### src/rtl/core/rqn_pkg.sv
// shared types and coefficients for the rgb565 quad to nv12 converter
package rqn_pkg;

    // input item: one 2x2 block of rgb565 words
    typedef struct packed {
        logic [15:0] pix_top_left;
        logic [15:0] pix_top_right;
        logic [15:0] pix_bottom_left;
        logic [15:0] pix_bottom_right;
    } rqn_quad_t;

    // result item: four luma bytes and one chroma pair
    typedef struct packed {
        logic [7:0] luma_top_left;
        logic [7:0] luma_top_right;
        logic [7:0] luma_bottom_left;
        logic [7:0] luma_bottom_right;
        logic [7:0] chroma_blue;
        logic [7:0] chroma_red;
    } rqn_yuv_t;

    // per pixel results handed to the chroma averager
    typedef struct packed {
        logic [7:0] luma;
        logic [7:0] cb;
        logic [7:0] cr;
    } rqn_pix_yuv_t;

    // luma weights (sum to 256)
    localparam logic [7:0] Y_R = 8'd77;
    localparam logic [7:0] Y_G = 8'd150;
    localparam logic [7:0] Y_B = 8'd29;

    // chroma weights, magnitudes
    localparam logic [7:0] U_R = 8'd44;
    localparam logic [7:0] U_G = 8'd87;
    localparam logic [7:0] U_B = 8'd131;
    localparam logic [7:0] V_R = 8'd131;
    localparam logic [7:0] V_G = 8'd110;
    localparam logic [7:0] V_B = 8'd21;

    // chroma offset
    localparam logic [7:0] CHROMA_OFS = 8'd128;

endpackage

### src/rtl/core/rgb565_quad_to_nv12.sv
// rgb565 2x2 block to nv12 luma and chroma converter, top level
// an accepted item passes the input register, then the result register, before it shows as a valid result
// throughput: one item per cycle, sustained while the result side is not stalled
// the result register is the only stage after the converter logic
// reset: rst_n async active low clears both valid flags; payload is not reset
module rgb565_quad_to_nv12
    import rqn_pkg::*;
(
    input  logic      clk,
    input  logic      rst_n,
    input  logic      quad_valid,
    output logic      quad_stall,
    input  rqn_quad_t quad,
    output logic      yuv_valid,
    input  logic      yuv_stall,
    output rqn_yuv_t  yuv
);

    logic         in_valid_reg;
    rqn_quad_t    in_data_reg;
    logic         out_valid_reg;
    logic         out_valid_next;
    rqn_yuv_t     out_data_reg;
    rqn_yuv_t     out_data_next;
    logic         out_load;
    logic         in_load;
    rqn_pix_yuv_t px_tl;
    rqn_pix_yuv_t px_tr;
    rqn_pix_yuv_t px_bl;
    rqn_pix_yuv_t px_br;
    logic [7:0]   cb_avg;
    logic [7:0]   cr_avg;

    // pipeline advance
    assign out_load   = !out_valid_reg || !yuv_stall;
    assign in_load    = !in_valid_reg || out_load;
    assign quad_stall = !in_load;

    // input register
    always_ff @(posedge clk or negedge rst_n)
    begin
        if (!rst_n)
        begin
            in_valid_reg <= 1'b0;
        end
        else if (in_load)
        begin
            in_valid_reg <= quad_valid;
        end
    end

    always_ff @(posedge clk)
    begin
        if (in_load && quad_valid)
        begin
            in_data_reg <= quad;
        end
    end

    // per pixel conversion
    rqn_pixel u_pix_tl (.pix(in_data_reg.pix_top_left),     .yuv(px_tl));
    rqn_pixel u_pix_tr (.pix(in_data_reg.pix_top_right),    .yuv(px_tr));
    rqn_pixel u_pix_bl (.pix(in_data_reg.pix_bottom_left),  .yuv(px_bl));
    rqn_pixel u_pix_br (.pix(in_data_reg.pix_bottom_right), .yuv(px_br));

    // chroma averaging over the block
    rqn_chroma_avg u_avg (
        .pix_tl (px_tl),
        .pix_tr (px_tr),
        .pix_bl (px_bl),
        .pix_br (px_br),
        .cb_avg (cb_avg),
        .cr_avg (cr_avg)
    );

    // result assembly
    always_comb
    begin
        out_data_next.luma_top_left     = px_tl.luma;
        out_data_next.luma_top_right    = px_tr.luma;
        out_data_next.luma_bottom_left  = px_bl.luma;
        out_data_next.luma_bottom_right = px_br.luma;
        out_data_next.chroma_blue       = cb_avg;
        out_data_next.chroma_red        = cr_avg;
        out_valid_next                  = out_load ? in_valid_reg : out_valid_reg;
    end

    // result register
    always_ff @(posedge clk or negedge rst_n)
    begin
        if (!rst_n)
        begin
            out_valid_reg <= 1'b0;
        end
        else
        begin
            out_valid_reg <= out_valid_next;
        end
    end

    always_ff @(posedge clk)
    begin
        if (out_load && in_valid_reg)
        begin
            out_data_reg <= out_data_next;
        end
    end

    assign yuv_valid = out_valid_reg;
    assign yuv       = out_data_reg;

endmodule

### src/rtl/core/rqn_pixel.sv
// one pixel: rgb565 to luma and per pixel chroma bytes
module rqn_pixel
    import rqn_pkg::*;
(
    input  logic [15:0]  pix,
    output rqn_pix_yuv_t yuv
);

    logic [7:0]         r8;
    logic [7:0]         g8;
    logic [7:0]         b8;
    logic [16:0]        y_sum;
    logic signed [17:0] u_sum;
    logic signed [17:0] v_sum;

    // widen components with zero fill
    assign r8 = {pix[15:11], 3'b000};
    assign g8 = {pix[10:5], 2'b00};
    assign b8 = {pix[4:0], 3'b000};

    // weighted sums
    always_comb
    begin
        y_sum = 17'(Y_R * r8) + 17'(Y_G * g8) + 17'(Y_B * b8);
        u_sum = $signed(18'(U_B * b8)) - $signed(18'(U_R * r8))
              - $signed(18'(U_G * g8));
        v_sum = $signed(18'(V_R * r8)) - $signed(18'(V_G * g8))
              - $signed(18'(V_B * b8));
    end

    // floor shift by 8, then offset, kept modulo 256
    assign yuv.luma = y_sum[15:8];
    assign yuv.cb   = u_sum[15:8] + CHROMA_OFS;
    assign yuv.cr   = v_sum[15:8] + CHROMA_OFS;

endmodule

### src/rtl/core/rqn_chroma_avg.sv
// truncated mean of the four per pixel chroma bytes
module rqn_chroma_avg
    import rqn_pkg::*;
(
    input  rqn_pix_yuv_t pix_tl,
    input  rqn_pix_yuv_t pix_tr,
    input  rqn_pix_yuv_t pix_bl,
    input  rqn_pix_yuv_t pix_br,
    output logic [7:0]   cb_avg,
    output logic [7:0]   cr_avg
);

    logic [9:0] cb_sum;
    logic [9:0] cr_sum;

    // sum of four bytes, divide by four by dropping two bits
    always_comb
    begin
        cb_sum = 10'(pix_tl.cb) + 10'(pix_tr.cb) + 10'(pix_bl.cb) + 10'(pix_br.cb);
        cr_sum = 10'(pix_tl.cr) + 10'(pix_tr.cr) + 10'(pix_bl.cr) + 10'(pix_br.cr);
    end

    assign cb_avg = cb_sum[9:2];
    assign cr_avg = cr_sum[9:2];

endmodule

### config.mk
export PLATFORM = sky130hd
export DESIGN_NAME = rgb565_quad_to_nv12
export DESIGN_NICKNAME = d
export VERILOG_FILES = /design/src/rtl/core/rqn_pkg.sv /design/src/rtl/core/rgb565_quad_to_nv12.sv /design/src/rtl/core/rqn_pixel.sv /design/src/rtl/core/rqn_chroma_avg.sv
export SDC_FILE = /design/constraint.sdc
export NUM_CORES = 1
export LEC_CHECK = 0
export ABC_AREA = 1
export BUFFER_PORTS_ARGS = -buffer_cell sky130_fd_sc_hd__buf_2
export CAP_MARGIN = 25
export CORE_ASPECT_RATIO = 1.5
export CORE_UTILIZATION = 60
export CTS_CLUSTER_DIAMETER = 100
export CTS_CLUSTER_SIZE = 20
export DETAILED_ROUTE_END_ITERATION = 7
export PLACE_DENSITY = 0.78
export SLEW_MARGIN = 20
export SYNTH_ARGS = -nofsm -noshare
export SYNTH_HDL_FRONTEND = slang
export SYNTH_SLANG_ARGS = --single-unit
### constraint.sdc
create_clock -name clk -period 16.2 [get_ports clk]
set_clock_uncertainty 0.05 [all_clocks]
set_input_delay 1.62 -clock clk [delete_from_list [all_inputs] [get_ports clk]]
set_output_delay 1.62 -clock clk [all_outputs]
set_load 0.02 [all_outputs]
==> impl_results.md <==
- Final Cycle Share: 49.0%
- Hold buffers post-CTS: 0
- Most frequent cells in the layout: inv_1, ha_1, nand2_1
- Fraction of registers with async set or reset after synthesis: under 10%
- Slew headroom: ~56%
- Die Area: 51200 um^2
- Largest register FFs: 64
- DIE HEIGHT: between 200 and 300 um
- Worst-Skew Late Latency: 0.47 ns
- Clock sinks: roughly 110
- Finished Layout Cells: 4423
- Placer Congestion: between 0.9 and 1
- Reg clk slew, reported paths: about 0.060 ns
- Total area of multi-input combinational cells: around 23000 um^2
- Synth area leader: ha_1
- Starting DRT DRC Count: around 1000
- CTS resizes: 0
- Area after DPL: between 30000 and 40000 um^2
- Most common cell after layout, fill and taps aside: inv_1
- Via density: 5.30
- EDFF count, synth: roughly 110
- First-pass GRT wire length: between 100000 and 150000 um
- Max Fclk: ~130 MHz
- Main flop type after synthesis: edfxtp_1
- 1st-pass router iterations: 8
- Die width: 185 um
- Setup CP Type: reg -> reg
- Startpoint Class: flop
- Arr. time, crit path: between 8 and 9 ns
- Hold Path Class: reg -> reg
- RSZ-0062 raised after global routing: false
- Register area: 3410 um^2
- Number of global-route vias before repair: 24300
- Final net count: about 4800
- Post-Synthesis Cells: 3608
- Total Wirelength: about 70000 um
- Routed Antenna Nets: 0
- CTS Root Cell: clkbuf_16
- Starting Density: 60.7%
- CTS tree: built
- Total CTS buffers: 17
- FP Rows: 100
- Post-synth top area share: 29.6%
- Syn Area/Cell: around 8.4 um^2
- Status: complete, no violations
- Slowest CP cell: fa_1
- Worst Path Max Fanout: 9
- Post-CTS Setup Bufs: 0
- CTS HTree Levels: 4
- All-Layer GR Usage: around 28%
- GR peak layer: met2
- Met3 usage: between 3 and 4%
- Slew @ Worst Pin: roughly 0.67 ns
- Floorplan Core Area: 49700 um^2
- Layout cells sized above 1: under 10%
- # IOs: around 120
- Initial antenna violation count: 0
- Largest net degree at the start of global routing: between 60 and 70
- CP dominant cell by count: inv_1
- Clock Path Buffers: 2
- DR WL/cell: between 15 and 20 um
- Syn nets: about 4700
- Fillcell total: approximately 4200
- #FFs+latches synth: ~110
- Hold WS: around 0.45 ns
- GR Overflow Total: 0
- Layout area overhead: 6.70%
- Final TNS setup: 0 ns
- Worst Path Required: between 15 and 20 ns
- Inserted Diodes: 0
- Grt met1 use: a little under a third
- Kind of end point of the critical path: flop
- Crit path time final: 7.93 ns
- Crit path largest cell delay: 0.65 ns
- Post-Syn Area: 30200 um^2
- Final setup fails: 0
- Vias after detailed routing: approximately 23000
- Final instance area: around 32000 um^2
- Final hold viol count: 0
- Max-cap viol count: 0
- # port buffers: about 120
- Warnings from Yosys: 0
- Register area share after synthesis: 11.3%
- DRC errors left: 0
- Met2 global-route usage: between 50 and 60%
- Final Max Tran Viols: 0
- Placed Instances: around 4400
- Post-synth cell types: around 50
- Largest cells by area after synthesis: ha_1, fa_1, inv_1
- DP HPWL: between 50000 and 60000 um
==> cells by family (layout without fill, tap and decap cells) <==
logic type      Yosys count  count (layout)  share of synthesized area, %
simple gates            775             775                          10.7
xor+xnor                339             339                          9.87
fa+ha+maj               977             977                          47.0
buf+inv                 904            1056                          11.2
flops                   114             114                          11.3
compound gates          499             499                          9.80
==> worst max-delay path: cells and delay by family, from the launching register on <==
kind / cells / cell delay [ns]
adders and majority gates: 9 / 4.01
DFF: 1 / 0.58
buffers and inverters: 8 / 0.44
and+or+nand+nor: 4 / 0.29
AOI/OAI and AO/OA: 10 / 1.79
xor gates and xnor gates: 3 / 0.51
==> per-layer routing <==
layer / share of wire [%] / vias to the layer above
met3: 2.8 / 183
met4: 5.6 / 0
met2: 53 / 453
met5: 0 / -
li1: - / 11900
met1: 39 / 11000
==> metrics by stage <==
step	util (%)	setup slack [ns]
after floorplan	-	8.98
after global placement	63.6	8.52
after detailed placement	63.6	8.38
after CTS	64.8	8.30
after global routing	64.8	7.69
final	64.8	8.27
==> worst paths after layout <==
kind	start	to	slack, ns	cells after the start
setup / recovery	in_data_reg[41]	yuv[15]	8.27	34
hold / removal	in_valid_reg	yuv_valid	0.45	2
setup reg to reg	in_data_reg[41]	yuv[15]	8.27	34
hold reg to reg	in_valid_reg	yuv_valid	0.45	2
max in group asynchronous	rst_n	in_valid_reg	15.13	1
min in group asynchronous	rst_n	yuv_valid	0.88	1
==> Yosys cell counts, types with 37 or more instances <==
| cell type | count |
|---|---|
| o21ai_1 | 37 |
| a21oi_1 | 224 |
| inv_1 | 902 |
| nor2_1 | 106 |
| nand2_1 | 484 |
| nand3_1 | 114 |
| ha_1 | 715 |
| xnor2_1 | 104 |
| fa_1 | 262 |
| xor2_1 | 234 |
| a21o_1 | 37 |
| o21ai_0 | 74 |
| edfxtp_1 | 112 |
==> area by class of cell <==
cell class,count,area share [%]
Timing Repair Buffer,120,1.95
Clock inverter,13,0.369
Multi-Input combinational cell,2590,72.6
Inverter,904,10.5
Tap cell,663,2.58
Clock buffer,19,1.34
Sequential cell,114,10.6
Power is left out: the tool's default activity adds up to more than one toggle a clock period on the data nets, which glitch-free logic cannot reach.
